### config.mk
export PLATFORM = sky130hd
export DESIGN_NAME = slpd_back
export DESIGN_NICKNAME = d
export VERILOG_FILES = /design/src/design/slpd_pkg.sv /design/src/design/slpd_back.sv
export SDC_FILE = /design/constraint.sdc
export NUM_CORES = 1
export LEC_CHECK = 0
export ABC_CLOCK_PERIOD_IN_PS = 3050
export BUFFER_PORTS_ARGS = -buffer_cell sky130_fd_sc_hd__clkbuf_2
export CAP_MARGIN = 5
export CORE_ASPECT_RATIO = 0.9
export CORE_MARGIN = 4
export CORE_UTILIZATION = 48
export CTS_CLUSTER_DIAMETER = 80
export DETAILED_ROUTE_END_ITERATION = 12
export GPL_TIMING_DRIVEN = 0
export PLACE_DENSITY_LB_ADDON = 0.15
export SYNTH_ARGS = -nofsm -noshare
export SYNTH_HDL_FRONTEND = slang
export SYNTH_SLANG_ARGS = --single-unit
### constraint.sdc
create_clock -name i_clk -period 3.05 [get_ports i_clk]
set_input_delay 0 -clock i_clk [delete_from_list [all_inputs] [get_ports i_clk]]
set_output_delay 0 -clock i_clk [all_outputs]
set_load 0.03 [all_outputs]
### src/design/slpd_pkg.sv
// shared constants, codes and word types of the 3x3 strict local peak detector
package slpd_pkg;

    // field widths and grid size
    localparam int COL_BITS    = 8;
    localparam int ROW_BITS    = 8;
    localparam int SAMPLE_BITS = 16;
    localparam int WIDTH_BITS  = 9;
    localparam int TOTAL_BITS  = 16;
    localparam int MAX_WIDTH   = 2 ** COL_BITS;

    // task queue between front and back
    localparam int QUEUE_DEPTH = 4;
    localparam int QPTR_BITS   = $clog2(QUEUE_DEPTH);

    // operation codes of an input word
    localparam logic OP_SAMPLE = 1'b0;
    localparam logic OP_FLUSH  = 1'b1;

    localparam logic [WIDTH_BITS-1:0] WIDTH_RESET = WIDTH_BITS'(MAX_WIDTH);
    localparam logic [ROW_BITS-1:0]   ROW_MAX     = '1;
    localparam logic [TOTAL_BITS-1:0] TOTAL_MAX   = '1;

    typedef logic signed [SAMPLE_BITS-1:0] t_sample;

    // one line store entry: the two rows above the incoming one
    typedef struct packed {
        t_sample older;
        t_sample newer;
    } t_line_pair;

    // up to two decisions made by one input word
    typedef struct packed {
        logic [ROW_BITS-1:0] row;
        logic [COL_BITS-1:0] col;
        logic                has_a;
        logic                has_b;
        logic                peak_a;
        logic                peak_b;
        logic                frame_end;
    } t_task;

    // one result word
    typedef struct packed {
        logic [ROW_BITS-1:0]   row_index;
        logic [COL_BITS-1:0]   col_index;
        logic                  is_peak;
        logic [TOTAL_BITS-1:0] peak_total;
        logic                  last_of_item;
        logic                  frame_done;
    } t_result;

endpackage

### src/design/slpd_back.sv
// back end: splits tasks into result words, keeps the peak count, output register
module slpd_back
    import slpd_pkg::*;
(
    input  logic                  i_clk,
    input  logic                  i_rst_n,
    input  logic                  i_q_empty,
    input  t_task                 i_q_task,
    output logic                  o_q_pop,
    input  logic                  i_pop,
    output logic                  o_empty,
    output logic [ROW_BITS-1:0]   o_row_index,
    output logic [COL_BITS-1:0]   o_col_index,
    output logic                  o_is_peak,
    output logic [TOTAL_BITS-1:0] o_peak_total,
    output logic                  o_last_of_item,
    output logic                  o_frame_done
);

    logic                  r_half;
    logic                  r_out_valid;
    t_result               r_out;
    logic [TOTAL_BITS-1:0] r_peaks;

    logic                  load, first_of_two, take_a, sel_peak;
    logic [TOTAL_BITS-1:0] total;
    t_result               res;

    // pick the next decision from the head task
    assign load         = !i_q_empty && (!r_out_valid || i_pop);
    assign first_of_two = i_q_task.has_a && i_q_task.has_b && !r_half;
    assign take_a       = first_of_two || !i_q_task.has_b;
    assign sel_peak     = take_a ? i_q_task.peak_a : i_q_task.peak_b;

    // saturating peak count
    assign total = (sel_peak && (r_peaks != TOTAL_MAX)) ? r_peaks + TOTAL_BITS'(1) : r_peaks;

    // result word
    assign res.row_index    = i_q_task.row;
    assign res.col_index    = take_a ? i_q_task.col - COL_BITS'(1) : i_q_task.col;
    assign res.is_peak      = sel_peak;
    assign res.peak_total   = total;
    assign res.last_of_item = !first_of_two;
    assign res.frame_done   = !first_of_two && i_q_task.frame_end;

    assign o_q_pop = load && !first_of_two;

    // control state
    always_ff @(posedge i_clk) begin
        if (!i_rst_n) begin
            r_half      <= 1'b0;
            r_out_valid <= 1'b0;
            r_peaks     <= '0;
        end else begin
            if (load) begin
                r_out_valid <= 1'b1;
                r_half      <= first_of_two;
                r_peaks     <= res.frame_done ? '0 : total;
            end else if (i_pop) begin
                r_out_valid <= 1'b0;
            end
        end
    end

    // output payload
    always_ff @(posedge i_clk) begin
        if (load) r_out <= res;
    end

    assign o_empty        = !r_out_valid;
    assign o_row_index    = r_out.row_index;
    assign o_col_index    = r_out.col_index;
    assign o_is_peak      = r_out.is_peak;
    assign o_peak_total   = r_out.peak_total;
    assign o_last_of_item = r_out.last_of_item;
    assign o_frame_done   = r_out.frame_done;

`ifndef SYNTHESIS
    a_half_holds_pair: assert property (@(posedge i_clk) disable iff (!i_rst_n)
        r_half |-> (!i_q_empty && i_q_task.has_a && i_q_task.has_b))
        else $error("second decision pending without a paired task at the head");

    a_done_is_last: assert property (@(posedge i_clk) disable iff (!i_rst_n)
        (r_out_valid && r_out.frame_done) |-> r_out.last_of_item)
        else $error("frame end on a word that is not last of its item");

    a_count_cleared: assert property (@(posedge i_clk) disable iff (!i_rst_n)
        (load && res.frame_done) |=> (r_peaks == '0))
        else $error("peak count not cleared after frame end");
`endif

endmodule

== After elaboration in Yosys (flattened, before gate mapping) ==
Index checks and enable logic that the tools add are counted.
Word-level totals
  register bits after elaboration: 53
  word-level logic and storage cells: 32
Cells by class
  add/subtract/negate cells: 2
  equality and inequality tests: 1
  mux-type cells: 6
  reduce and logical (&&, ||, !) cells: 14
Operators with widths (number)
  $mux 16: 2
  $add 16x1->16 const B: 1
  $ne 16x16->1 const B: 1
  $mux 8: 1
  $sub 8x1->8 const B: 1
  $logic_and 1x1->1: 6
  $logic_not 1->1: 5
  $mux 1: 3
  $logic_or 1x1->1: 2
  $reduce_bool 2->1: 1

== Depth between registers and ports, before layout ==
  depth in word-level cells: 7
  mapped depth: 8
  depth with buffers taken out: 7

== Worst setup path after synthesis ==
No wires, ideal clock.
  path type: register -> register
  from: register r_out_valid
  to: register r_peaks[9]
  setup time: 0.122 ns
  arrival time: 2.916 ns
  setup slack: 0.012 ns
  stages on the path, launching flop included: 5
  clock period less this slack: 3.038 ns
  cells stage by stage: dfxtp_1 > nor2b_1 > nor2_1 > nor2_1 > a221o_1
On the way
  cells in the longest elaborated chain, start to end: 3
Ends and longest elaborated chain
  start: declaration: line slpd_back.sv:21  | logic r_out_valid;
  start signal: assignment: line slpd_back.sv:52  | r_out_valid <= 1'b0;
  start signal: assignment: line slpd_back.sv:56  | r_out_valid <= 1'b1;
  start signal: assignment: line slpd_back.sv:60  | r_out_valid <= 1'b0;
  $logic_not 1->1: line slpd_back.sv:30  | assign load = !i_q_empty && (!r_out_valid || i_pop);
  $logic_or 1x1->1: line slpd_back.sv:30
  $logic_and 1x1->1: line slpd_back.sv:30
  net load: line slpd_back.sv:25  | logic load, first_of_two, take_a, sel_peak;
  end signal: assignment: line slpd_back.sv:58  | r_peaks <= res.frame_done ? '0 : total;
  end: declaration: line slpd_back.sv:23  | logic [TOTAL_BITS-1:0] r_peaks;
The timed path passes the listed nets, and every way through them passes these cells.
A chain may end at the register's enable or synchronous reset.

==> flow_summary.yaml <==
run_status:
  status: "finished clean"
synthesis:
  ys_seq_area_share_pct: 54.9
  ys_warn_count: 0
  synth_edf_count: 35
  avgSynthCellArea_sq_um: 11.0
  syn_area_sq_mm: 0.00257
  synthFlopType: "edfxtp_1"
  synth-async-reset-ratio_pct: 0
  syn_inst: 234
  synth_fp_nets: 261
  ys_seq_elements: 53
  ys_types: 55
floorplan:
  die_x_um: 85.1
  ios: 62
  start_util_pct: 51.2
  die_area_sq_mm: 0.00659
  core_sq_mm: 0.00501
  rows: 24
  fp.dieH_um: 77.4
critical_path:
  crit_chain: "buf_2 -> nand4_2 -> or3_1 -> buf_2 -> nor3_4 -> nor2_1 -> mux2_1"
  critPathArrivalTime_ps: 2170
  cp-endpoint: "o_peak_total[1]"
  rrSetupSlack_ps: 940
  startpoint: "r_peaks[9]"
  cp_data_required_time_ps: 3110
  ff2ff_path_depth: 7
  critPathLaunchType: "flop"
  path_class: "reg2reg"
  rr_endpoint: "o_peak_total[1]"
  cp_slowest_stage_delay_ps: 380
  r2r_start: "r_peaks[9]"
  critPathCaptureType: "flop"
  timing.critical_path.mode_cell: "buf_2"
  crit_fanout: 7
  critical-path-slowest-cell: "or3_1"
cells_and_area:
  design_area_sq_mm: 0.00317
  layout_commonest_cell: "clkbuf_2"
  fin_util_pct: 63.2
  n_antenna_cell: 0
  most-common-layout-cells: "61 x clkbuf_2, 35 x edfxtp_1, 18 x nand2_1, 18 x dfxtp_1, 13 x nor3_1"
  layout-drive-gt1-share_pct: 29.9
  final_nets: 340
  area_growth_pct: 23.4
placed_design:
  port_buffers: 61
  dp_hpwl_um: 3890
  gp_congestion: 0.830
  postPlaceCellArea_sq_mm: 0.00298
  pre_cts_ws_ps: 930
timing:
  slew_violations: 0
  relSlewSlack_pct: 44.3
  hold_viol: 0
  fin_crit_ps: 2110
  worst_slack_ps: 940
  finalSetupViolations: 0
  max_freq_mhz: 474
  fin_skew_ps: 5.53
  fin_tns_setup_ps: 0
  worst_pin_slew_ps: 832
  rsz0062_at_grt: "no"
  period_share_pct: 69.2
grt:
  antenna_found_initial: 0
  grt_start_max_net_pins: 28
  grt_pass1_wl_um: 9240
  grt_pass1_vias: 1949
  gr-total-overflow: 0
  grt.total_usage_pct: 17.0
routing:
  drc: 0
  drtIter0Drc: 125
  via_per_inst: 5.36
  wl_per_cell_um: 14.4
  first_pass_iters: 4
  postRouteAntennaNets: 0
  wl_um: 5470
  vias: 2033
clock_network:
  tritoncts: "done"
  cts_max_level: 2
  cts-root-buf: "clkbuf_8"
  clk_pin_slew_ps: 90
  cts.sinks: 53
  clock_latency_ps: 300
  cts_max_path_buffers: 2
  cts_buffers: 5
power_and_ir_drop:
  powerDensity_mw_per_mm2: 458
  ir_drop_mv: 0.283
  total_power_w: 0.00145
  power_leakage_nw: 1.24
hold_path:
  hold_path_class: "in2reg"
job:
  max-cap-violations: 0
## routing by layer
metal  vias up  GRT usage (%)  part of all wire (%)
li1       1040              -                     -
met1       932           23.5                    47
met2        57           28.0                    46
met3         4           3.81                   5.8
met4         0           2.85                  0.68
met5         -              0                     0
## registers in the layout, summed over array words and instances (netlist names)
name	count
o_row_index	8
r_half	1
r_out_valid	1
o_frame_done	1
r_peaks	16
o_peak_total	16
o_col_index	8
o_is_peak	1
o_last_of_item	1
## worst max-delay path: cells and delay by family, from the launching register on
kind	cells	cell delay, ps
simple gates	4	890
buf+inv	2	340
flops	1	320
mux	1	320
## repair_timing
action,CTS,global route
buffers inserted,0,0
setup endpoints to repair,0,0
hold endpoints to repair,10,0
hold buffers,10,0
resized for setup,0,0
## layout make-up
cell class                 instances  area (sq um)
inverter                          12          45.0
multi-input combinational        158          1060
clock buffer                       6          72.6
fill                             406          1840
tap                               65          81.3
timing repair buffer              72           425
sequential                        53          1410
clock inverter                     2          15.0
buffer                            11          60.1
## logic make-up after synthesis
| kind of cell | Yosys count | share of synthesized area [%] |
|---|---|---|
| AOI/OAI and AO/OA | 49 | 13.7 |
| xor gates and xnor gates | 18 | 6.13 |
| adders and majority gates | 2 | 0.974 |
| buffers and inverters | 23 | 4.09 |
| DFF | 53 | 54.9 |
| muxes | 2 | 0.828 |
| and+or+nand+nor | 87 | 19.4 |
## synth_stat cells (4+ instances only)
master	number	share of area (%)
nand2_1	18	2.6
o21ai_0	4	0.78
nor3_1	13	2.5
buf_2	9	1.8
o21ai_1	4	0.78
a31oi_1	10	2.4
dfxtp_1	18	14
nand4_1	4	0.97
nor2_1	13	1.9
inv_1	9	1.3
nor4_1	4	0.97
nand3_1	12	2.3
xnor2_1	8	2.7
xor2_1	10	3.4
edfxtp_1	35	41
a21oi_1	8	1.6
## through the flow
stage	hold slack, ps	cells
floorplan	91.8	234
global placement	177	360
global route	2.70	379
finish	8.84	379
CTS	3.60	379
detailed placement	179	361
## worst min-delay path by stage
stage	endpoint	start	slack, ps	cells past startpoint
after floorplan	r_out_valid	i_q_empty	90	1
after global placement	o_row_index[7]	i_q_task[20]	180	1
after detailed placement	o_row_index[5]	i_q_task[18]	180	1
after CTS	r_half	i_rst_n	4	3
after global routing	o_col_index[7]	i_q_task[12]	3	2
final	r_half	i_rst_n	9	3
## report_power, final
part           internal (W)  leakage, nW  switching [W]
clock              0.000162       0.0374       0.000222
sequential         0.000814        0.489      0.0000205
combinational     0.0000782        0.719       0.000156
total               0.00105         1.24       0.000398
(Power assumes the default switching activity.)
