--- src/design/slpd_pkg.sv ---
// shared constants, codes and word types of the 3x3 strict local peak detector
package slpd_pkg;

    // field widths and grid size
    localparam int COL_BITS    = 8;
    localparam int ROW_BITS    = 8;
    localparam int SAMPLE_BITS = 16;
    localparam int WIDTH_BITS  = 9;
    localparam int TOTAL_BITS  = 16;
    localparam int MAX_WIDTH   = 2 ** COL_BITS;

    // task queue between front and back
    localparam int QUEUE_DEPTH = 4;
    localparam int QPTR_BITS   = $clog2(QUEUE_DEPTH);

    // operation codes of an input word
    localparam logic OP_SAMPLE = 1'b0;
    localparam logic OP_FLUSH  = 1'b1;

    localparam logic [WIDTH_BITS-1:0] WIDTH_RESET = WIDTH_BITS'(MAX_WIDTH);
    localparam logic [ROW_BITS-1:0]   ROW_MAX     = '1;
    localparam logic [TOTAL_BITS-1:0] TOTAL_MAX   = '1;

    typedef logic signed [SAMPLE_BITS-1:0] t_sample;

    // one line store entry: the two rows above the incoming one
    typedef struct packed {
        t_sample older;
        t_sample newer;
    } t_line_pair;

    // up to two decisions made by one input word
    typedef struct packed {
        logic [ROW_BITS-1:0] row;
        logic [COL_BITS-1:0] col;
        logic                has_a;
        logic                has_b;
        logic                peak_a;
        logic                peak_b;
        logic                frame_end;
    } t_task;

    // one result word
    typedef struct packed {
        logic [ROW_BITS-1:0]   row_index;
        logic [COL_BITS-1:0]   col_index;
        logic                  is_peak;
        logic [TOTAL_BITS-1:0] peak_total;
        logic                  last_of_item;
        logic                  frame_done;
    } t_result;

endpackage

--- src/design/slpd_task_queue.sv ---
// short task queue between the front and back ends
module slpd_task_queue
    import slpd_pkg::*;
(
    input  logic  i_clk,
    input  logic  i_rst_n,
    input  logic  i_push,
    input  t_task i_task,
    output logic  o_full,
    input  logic  i_pop,
    output t_task o_task,
    output logic  o_empty
);

    t_task                r_mem [QUEUE_DEPTH];
    logic [QPTR_BITS-1:0] r_wr_ptr, r_rd_ptr;
    logic [QPTR_BITS:0]   r_count;
    logic                 do_push, do_pop;

    // status and head word
    assign o_full  = r_count == (QPTR_BITS + 1)'(QUEUE_DEPTH);
    assign o_empty = r_count == '0;
    assign o_task  = r_mem[r_rd_ptr];
    assign do_push = i_push && !o_full;
    assign do_pop  = i_pop && !o_empty;

    // storage
    always_ff @(posedge i_clk) begin
        if (do_push) r_mem[r_wr_ptr] <= i_task;
    end

    // pointers and fill count
    always_ff @(posedge i_clk) begin
        if (!i_rst_n) begin
            r_wr_ptr <= '0;
            r_rd_ptr <= '0;
            r_count  <= '0;
        end else begin
            if (do_push) begin
                r_wr_ptr <= (r_wr_ptr == QPTR_BITS'(QUEUE_DEPTH - 1)) ?
                            '0 : r_wr_ptr + QPTR_BITS'(1);
            end
            if (do_pop) begin
                r_rd_ptr <= (r_rd_ptr == QPTR_BITS'(QUEUE_DEPTH - 1)) ?
                            '0 : r_rd_ptr + QPTR_BITS'(1);
            end
            if (do_push && !do_pop) begin
                r_count <= r_count + (QPTR_BITS + 1)'(1);
            end else if (do_pop && !do_push) begin
                r_count <= r_count - (QPTR_BITS + 1)'(1);
            end
        end
    end

`ifndef SYNTHESIS
    a_count_bound: assert property (@(posedge i_clk) disable iff (!i_rst_n)
        r_count <= (QPTR_BITS + 1)'(QUEUE_DEPTH))
        else $error("task queue count beyond depth");
`endif

endmodule

--- config.mk ---
export PLATFORM = sky130hd
export DESIGN_NAME = slpd_task_queue
export DESIGN_NICKNAME = d
export VERILOG_FILES = /design/src/design/slpd_pkg.sv /design/src/design/slpd_task_queue.sv
export SDC_FILE = /design/constraint.sdc
export NUM_CORES = 1
export LEC_CHECK = 0
export ABC_AREA = 1
export ABC_CLOCK_PERIOD_IN_PS = 2400
export BUFFER_PORTS_ARGS = -buffer_cell sky130_fd_sc_hd__buf_2
export CAP_MARGIN = 10
export CORE_MARGIN = 1.5
export CORE_UTILIZATION = 29
export DETAILED_ROUTE_END_ITERATION = 10
export PLACE_DENSITY = 0.43
export SLEW_MARGIN = 20
export SYNTH_ARGS = -nofsm -noshare
export SYNTH_HDL_FRONTEND = slang
export SYNTH_SLANG_ARGS = --single-unit
--- constraint.sdc ---
create_clock -name i_clk -period 2.4 [get_ports i_clk]
set_input_delay 0.36 -clock i_clk [delete_from_list [all_inputs] [get_ports i_clk]]
set_output_delay 0.36 -clock i_clk [all_outputs]
set_load 0.02 [all_outputs]
### Word-level counts from Yosys, hierarchy flattened

Memory sizes are Yosys's and may differ from the RTL's. A register that Yosys moved wholly into a read port is not among the register bits.
Index checks and enable logic that the tools add are counted.

* output and inout bits: 23
* memories: 1
* bits in writable memories: 84
* flip-flop bits (word level): 7
* word-level logic and storage cells: 29
* input port bits: 25

Memories
* r_mem: words 4, bits a word 21, rd ports 1, clocked after Yosys merged registers in 1, wr ports 1, line slpd_task_queue.sv:15 `t_task r_mem [QUEUE_DEPTH];`

* add/sub/neg operators: 4
* equality and inequality tests: 3
* multiplexer cells: 8
* reductions and logical operators: 10

Operators with widths (number)
* two-way mux 2 bit: 4
* two-way mux 3 bit: 2
* adder 2 x 1 -> 2 bit (second input constant): 2
* == test 2 bit (second input constant): 2
* logical AND 1 bit: 4
* zero test 1 bit: 4
* adder 3 x 1 -> 3 bit (second input constant): 1
* == test 3 bit (second input constant): 1
* zero test 3 bit: 1
* subtractor 3 x 1 -> 3 bit (second input constant): 1
* two-way mux 1 bit: 2
* nonzero test 2 bit: 1

### Depth between registers and ports, before layout

Gate-level depths: netlist of the first run.

* depth after elaboration: 7
* gate-level depth with buffers: 13
* gate-level depth less buffers: 13

### Least setup slack after synthesis of the first run

Ideal clock, no wire load.

* path kind: flip-flop to flip-flop
* from: reg r_count[1]
* to: mem r_mem[3][0] (netlist name), enable pin
* period minus slack after synthesis: 1.908 ns
* cell stages (with the launch flop): 5
* buffers on the path: 0
* library setup time: 0.399 ns
* arrival time: 1.509 ns
* slack: 0.492 ns
* required time: 2.001 ns
* path through: dfxtp_1 -> nor2_2 -> nand2_2 -> nand2_2 -> nor2_1

* cells in the longest elaborated chain, start to end: 5

RTL lines
* start, declared: line slpd_task_queue.sv:17 `logic [QPTR_BITS:0] r_count;`
* start signal, assigned: line slpd_task_queue.sv:48 `r_count <= r_count + (QPTR_BITS + 1)'(1);`
* start signal, assigned: line slpd_task_queue.sv:50 `r_count <= r_count - (QPTR_BITS + 1)'(1);`
* == test 3 bit: line slpd_task_queue.sv:21 `assign o_full = r_count == (QPTR_BITS + 1)'(QUEUE_DEPTH);`
* zero test 1 bit: line slpd_task_queue.sv:24 `assign do_push = i_push && !o_full;`
* logical AND 1 bit: line slpd_task_queue.sv:24
* two-way mux 1 bit: line slpd_task_queue.sv:29 `if (do_push) r_mem[r_wr_ptr] <= i_task;`
* two-way mux 1 bit (implied by the code): line slpd_task_queue.sv:29
* end, declared: line slpd_task_queue.sv:15

Every way passes these cells.

==> impl_metrics.tcl, run 1 <==
set metrics [dict create \
    cp_data_required_time_ps 2040 \
    pwr-share-clk 0.273 \
    p_leak_uw 0.00161 \
    fin_worst_skew_ps 5.45 \
    worstSetupStartpointType "flip-flop" \
    placedCellCount 488 \
    rows 40 \
    path_cells "inv_8 > o21ai_0 > o22ai_2 > buf_2" \
    coreArea_um2 12200 \
    post-route-period-util 0.894 \
    ys_seq_area_frac 0.734 \
    fin_cells 504 \
    fin_nets 363 \
    drive_gt1_frac 0.253 \
    final_util 0.359 \
    syn2layout_area_growth_pct 18.9 \
    cap_violations 0 \
    worst-path-buf-inv 2 \
    htreeDepth 3 \
    grt_pass1_wl_mm 11.9 \
    crit_slowest_cell "dfxtp_2" \
    crit_fanout 42 \
    drt.antenna.violating_nets 0 \
    routedWlPerCell_um 14.9 \
    synth_fp_nets 308 \
    hold_class "primary input to flip-flop" \
    grt_pass1_vias 2272 \
    p_sw_uw 1700 \
    clock_sinks 93 \
    synth_cells 276 \
    yosys_warnings 0 \
    fillers 1251 \
    regArea_um2 2700 \
    clk_latency_ps 340 \
    intPower_uw 3280 \
    power_switching_share 0.341 \
    gp_congestion 0.694 \
    ioPinCount 48 \
    arrival_ps 1780 \
    slew_headroom 0.614 \
    cts_tree "built" \
    dr_total_vias 2213 \
    setup_viol 0 \
    critPathKind "flip-flop to output pin" \
    antenna_found_initial 0 \
    finalSetupTns_ps 0 \
    hold_buffers 0 \
    power_density_nw_per_um2 1140 \
    routed_wl_mm 7.49 \
    portBuffers 47 \
    p_comb_frac 0.301 \
    drt_pass1_iterations 4 \
    cts_buffers 9 \
    endpoint_kind "output pin" \
    avgSynthCellArea_um2 13.3 \
    outcome "finished clean" \
    yosys_register_bits 93 \
    drc 0 \
    cts_buffer_depth 2 \
    post_cts_buffers 0 \
    worst_pin_slew_ps 579 \
    crit_family "flip-flops" \
    grt_max_degree 43 \
    grt_usage 0.122 \
    cpPeakStageDelay_ps 700 \
    peakVddDrop_uv 447 \
    finalCriticalPeriod_ps 2140 \
    start_util 0.302 \
    drv_slew 0 \
    fp.dieH_um 116 \
    chipWidth_um 116 \
    grt_remaining_overflow 0 \
    hpwl_mm 4.63 \
    diodes 0 \
    hold_viol_final 0 \
    synth.cell_area_um2 3680 \
    clk_pin_slew_worst_paths_ps 60 \
    grt_setup_unrepaired "false" \
    cts.repair.resized 0 \
    p_total_uw 4980 \
    cts-root-buf "clkbuf_16" \
    ys_types 23 \
    multi_input_area_um2 791 \
    vias_per_cell 4.39 \
    drt_iter0_markers 87 \
    fp.dieArea_um2 13400 \
    seqPwrFrac 0.426 \
    max_freq_ghz 0.466 \
]
[cell families after synthesis]
family | Yosys count | synth area share
flops | 93 | 0.734
simple gates | 77 | 0.0846
compound gates | 67 | 0.102
buf+inv | 32 | 0.0543
fa+ha+maj | 7 | 0.0258
[flip-flops by register name (all words and copies together), names as in the netlist, named ones only]
signal / flops
r_count: 3
r_mem: 84
r_rd_ptr: 2
r_wr_ptr: 2
[placed cells by master (no fill, tap or decap), types with 2 or more instances in the layout]
cell type,netlist,routed
edfxtp_1,84,84
nor2_1,56,52
buf_2,4,47
o21ai_0,24,24
o21ai_1,20,20
o22ai_1,19,19
inv_1,17,17
nand2_1,12,12
buf_4,2,10
clkbuf_16,0,9
dfxtp_1,9,8
nor2_2,3,7
ha_1,6,6
nand2_2,3,3
o22ai_2,2,2
a21oi_1,2,2
clkbuf_1,0,2
clkinv_2,0,2
[cells in the mapped netlist, drive strengths merged]
master / n / area (um2)
nor2: 59 / 229
buf: 13 / 121
edfxtp: 84 / 2520
dfxtp: 9 / 180
nand3: 1 / 5.00
a21oi: 2 / 10.0
nand3b: 1 / 7.51
o21ai: 44 / 220
nand2: 15 / 63.8
nand4: 1 / 6.26
ha: 6 / 75.1
fa: 1 / 20.0
inv: 19 / 78.8
o22ai: 21 / 144
[metal layers]
metal,wire (um),track usage,vias to the layer above,part of all wire
li1,-,-,1102,-
met3,323,0.0298,11,0.043
met5,0,0,-,0
met4,166,0.0610,0,0.022
met1,3360,0.155,1060,0.45
met2,3640,0.197,40,0.49
[power groups by stage]
stage	Combinational [uW]	Clock, uW	Sequential (uW)
floorplan	1130	0	2090
global placement	1520	0	2150
detailed placement	1530	0	2160
CTS	1530	1400	2120
global route	1680	1460	2140
finish	1500	1360	2120
[layout make-up]
| cell class | count | area share |
|---|---|---|
| clock buffers | 11 | 0.0532 |
| well taps | 168 | 0.0480 |
| inverters | 19 | 0.0180 |
| repair buffers | 57 | 0.0709 |
| clock inverters | 5 | 0.0117 |
| flip-flops and latches | 93 | 0.618 |
| multi-input cells | 151 | 0.181 |
[stage by stage]
step                hold slack (ps)  setup WS, ps  area [um2]
detailed placement              521           578        4090
global placement                507           608        4090
floorplan                       459           492        3680
global route                    239          54.6        4380
finish                          239           255        4380
CTS                             226           222        4380
[path summary, 6_finish.rpt]
check	slack, ps	endpoint	startpoint	cells past startpoint
worst max-delay path	260	o_task[11]	flip-flop	4
worst min-delay path	240	r_mem[0][7]	i_task[7]	1
worst max register to register	580	r_count[1]	r_count[1]	9
worst min register to register	530	r_count[0]	r_count[0]	2
Note: power is estimated with default switching activity, not from simulation.
==> inputs of run 2 (changes only) <==
Settings changed: CORE_ASPECT_RATIO set to 0.5, PLACE_DENSITY 0.43 to 0.5.
==> impl_metrics.tcl, run 2 (synthesized netlist as in run 1, its figures left out) <==
set metrics [dict create \
    outcome "finished clean" \
    fin_nets 363 \
    p_leak_uw 0.00160 \
    pwr-share-clk 0.269 \
    cts_buffer_depth 2 \
    dr_total_vias 2216 \
    setup_viol 0 \
    endpoint_kind "output pin" \
    cts_tree "built" \
    max_freq_ghz 0.477 \
    routed_wl_mm 7.17 \
    cpPeakStageDelay_ps 640 \
    coreArea_um2 12100 \
    fp.dieH_um 82.7 \
    critPathKind "flip-flop to output pin" \
    grt_pass1_vias 2286 \
    cap_violations 0 \
    htreeDepth 3 \
    drc 0 \
    crit_slowest_cell "dfxtp_2" \
    grt_setup_unrepaired "false" \
    fin_worst_skew_ps 4.80 \
    final_cell_mix "edfxtp_1, nor2_1, buf_2" \
    grt_remaining_overflow 0 \
    largest_register_ffs 84 \
    start_util 0.305 \
    drt.antenna.violating_nets 0 \
    post-route-period-util 0.874 \
    worst_pin_slew_ps 522 \
    cp_data_required_time_ps 2040 \
    hpwl_mm 4.78 \
    gp_congestion 0.773 \
    fp.dieArea_um2 13400 \
    layout_commonest_cell "edfxtp_1" \
    p_comb_frac 0.302 \
    seqPwrFrac 0.429 \
    power_switching_share 0.338 \
    finalCriticalPeriod_ps 2100 \
    vias_per_cell 4.43 \
    intPower_uw 3270 \
    path_cells "buf_4 > o21ai_0 > o22ai_1 > buf_2" \
    routedWlPerCell_um 14.3 \
    cts_buffers 9 \
    grt_pass1_wl_mm 11.4 \
    arrival_ps 1740 \
    crit_fanout 23 \
    slew_headroom 0.652 \
    ioPinCount 48 \
    top_register "r_mem" \
    fillers 1139 \
    p_sw_uw 1670 \
    chipWidth_um 162 \
    drt_pass1_iterations 4 \
    p_total_uw 4940 \
    rows 28 \
    diodes 0 \
    grt_max_degree 43 \
    hold_viol_final 0 \
    cts.repair.resized 0 \
    clock_sinks 93 \
    finalSetupTns_ps 0 \
    antenna_found_initial 0 \
    drt_iter0_markers 118 \
    cts-root-buf "clkbuf_16" \
    drv_slew 0 \
    placed_cell_area_um2 4100 \
    syn2layout_area_growth_pct 19.0 \
    post_cts_buffers 0 \
    hold_buffers 0 \
    hold_class "primary input to flip-flop" \
    clk_latency_ps 330 \
    portBuffers 47 \
    grt_usage 0.116 \
    clk_pin_slew_worst_paths_ps 60 \
    postLayoutCellArea_um2 4380 \
    worstSetupStartpointType "flip-flop" \
    peakVddDrop_uv 346 \
    power_density_nw_per_um2 1130 \
    drive_gt1_frac 0.251 \
    reg.largest.list "r_mem x84, r_count x3" \
]
## run 2: cell types whose count changed in the layout (fill, tap and decap cells not counted)
cell and delta:
clkinv_2 -2, buf_12 +1, buf_4 -1, clkbuf_1 -1
clkinv_1 +1, clkinvlp_4 +1
## run 2: worst max-delay path: cells and delay by family, from the launching register on
kind / cells / cell delay [ps]
AOI/OAI and AO/OA: 2 / 300
DFF: 1 / 640
buffers and inverters: 2 / 470
## run 2: final timing paths
check        startpoint           to  cells after the start  slack (ps)
min           i_task[3]  r_mem[1][3]                      1         240
max reg2reg  r_count[1]   r_count[1]                      9         540
min reg2reg  r_count[0]   r_count[0]                      2         530
max           flip-flop   o_task[20]                      4         300
## run 2: power by group through the flow
stage | combinational [uW] | sequential, uW | clock [uW]
global placement | 1490 | 2150 | 0
global route | 1670 | 2150 | 1430
detailed placement | 1520 | 2160 | 0
CTS | 1530 | 2120 | 1370
finish | 1490 | 2120 | 1330
floorplan | 1130 | 2090 | 0
## run 2: through the flow
stage | hold slack [ps] | utilization | setup WS [ps] | instances
after CTS | 228 | 0.363 | 253 | 500
after detailed placement | 523 | 0.339 | 559 | 485
after global placement | 501 | 0.339 | 599 | 485
after floorplan | 459 | - | 492 | 276
final | 240 | 0.363 | 303 | 500
after global routing | 228 | 0.363 | 137 | 500
## run 2: cell type report
cell class	instances	area, um2	area share
timing repair buffer	57	323	0.0736
clock buffer	10	229	0.0522
sequential	93	2700	0.617
multi-input combinational	151	791	0.180
inverter	19	78.8	0.0180
tap	165	206	0.0471
clock inverter	5	52.6	0.0120
## run 2: metal layers
| metal | global-route usage | vias to the layer above | routed length, um |
|---|---|---|---|
| met5 | 0 | - | 0 |
| met4 | 0.0505 | 0 | 100 |
| met3 | 0.0345 | 8 | 272 |
| met2 | 0.211 | 29 | 3630 |
| met1 | 0.130 | 1082 | 3170 |
| li1 | - | 1097 | - |
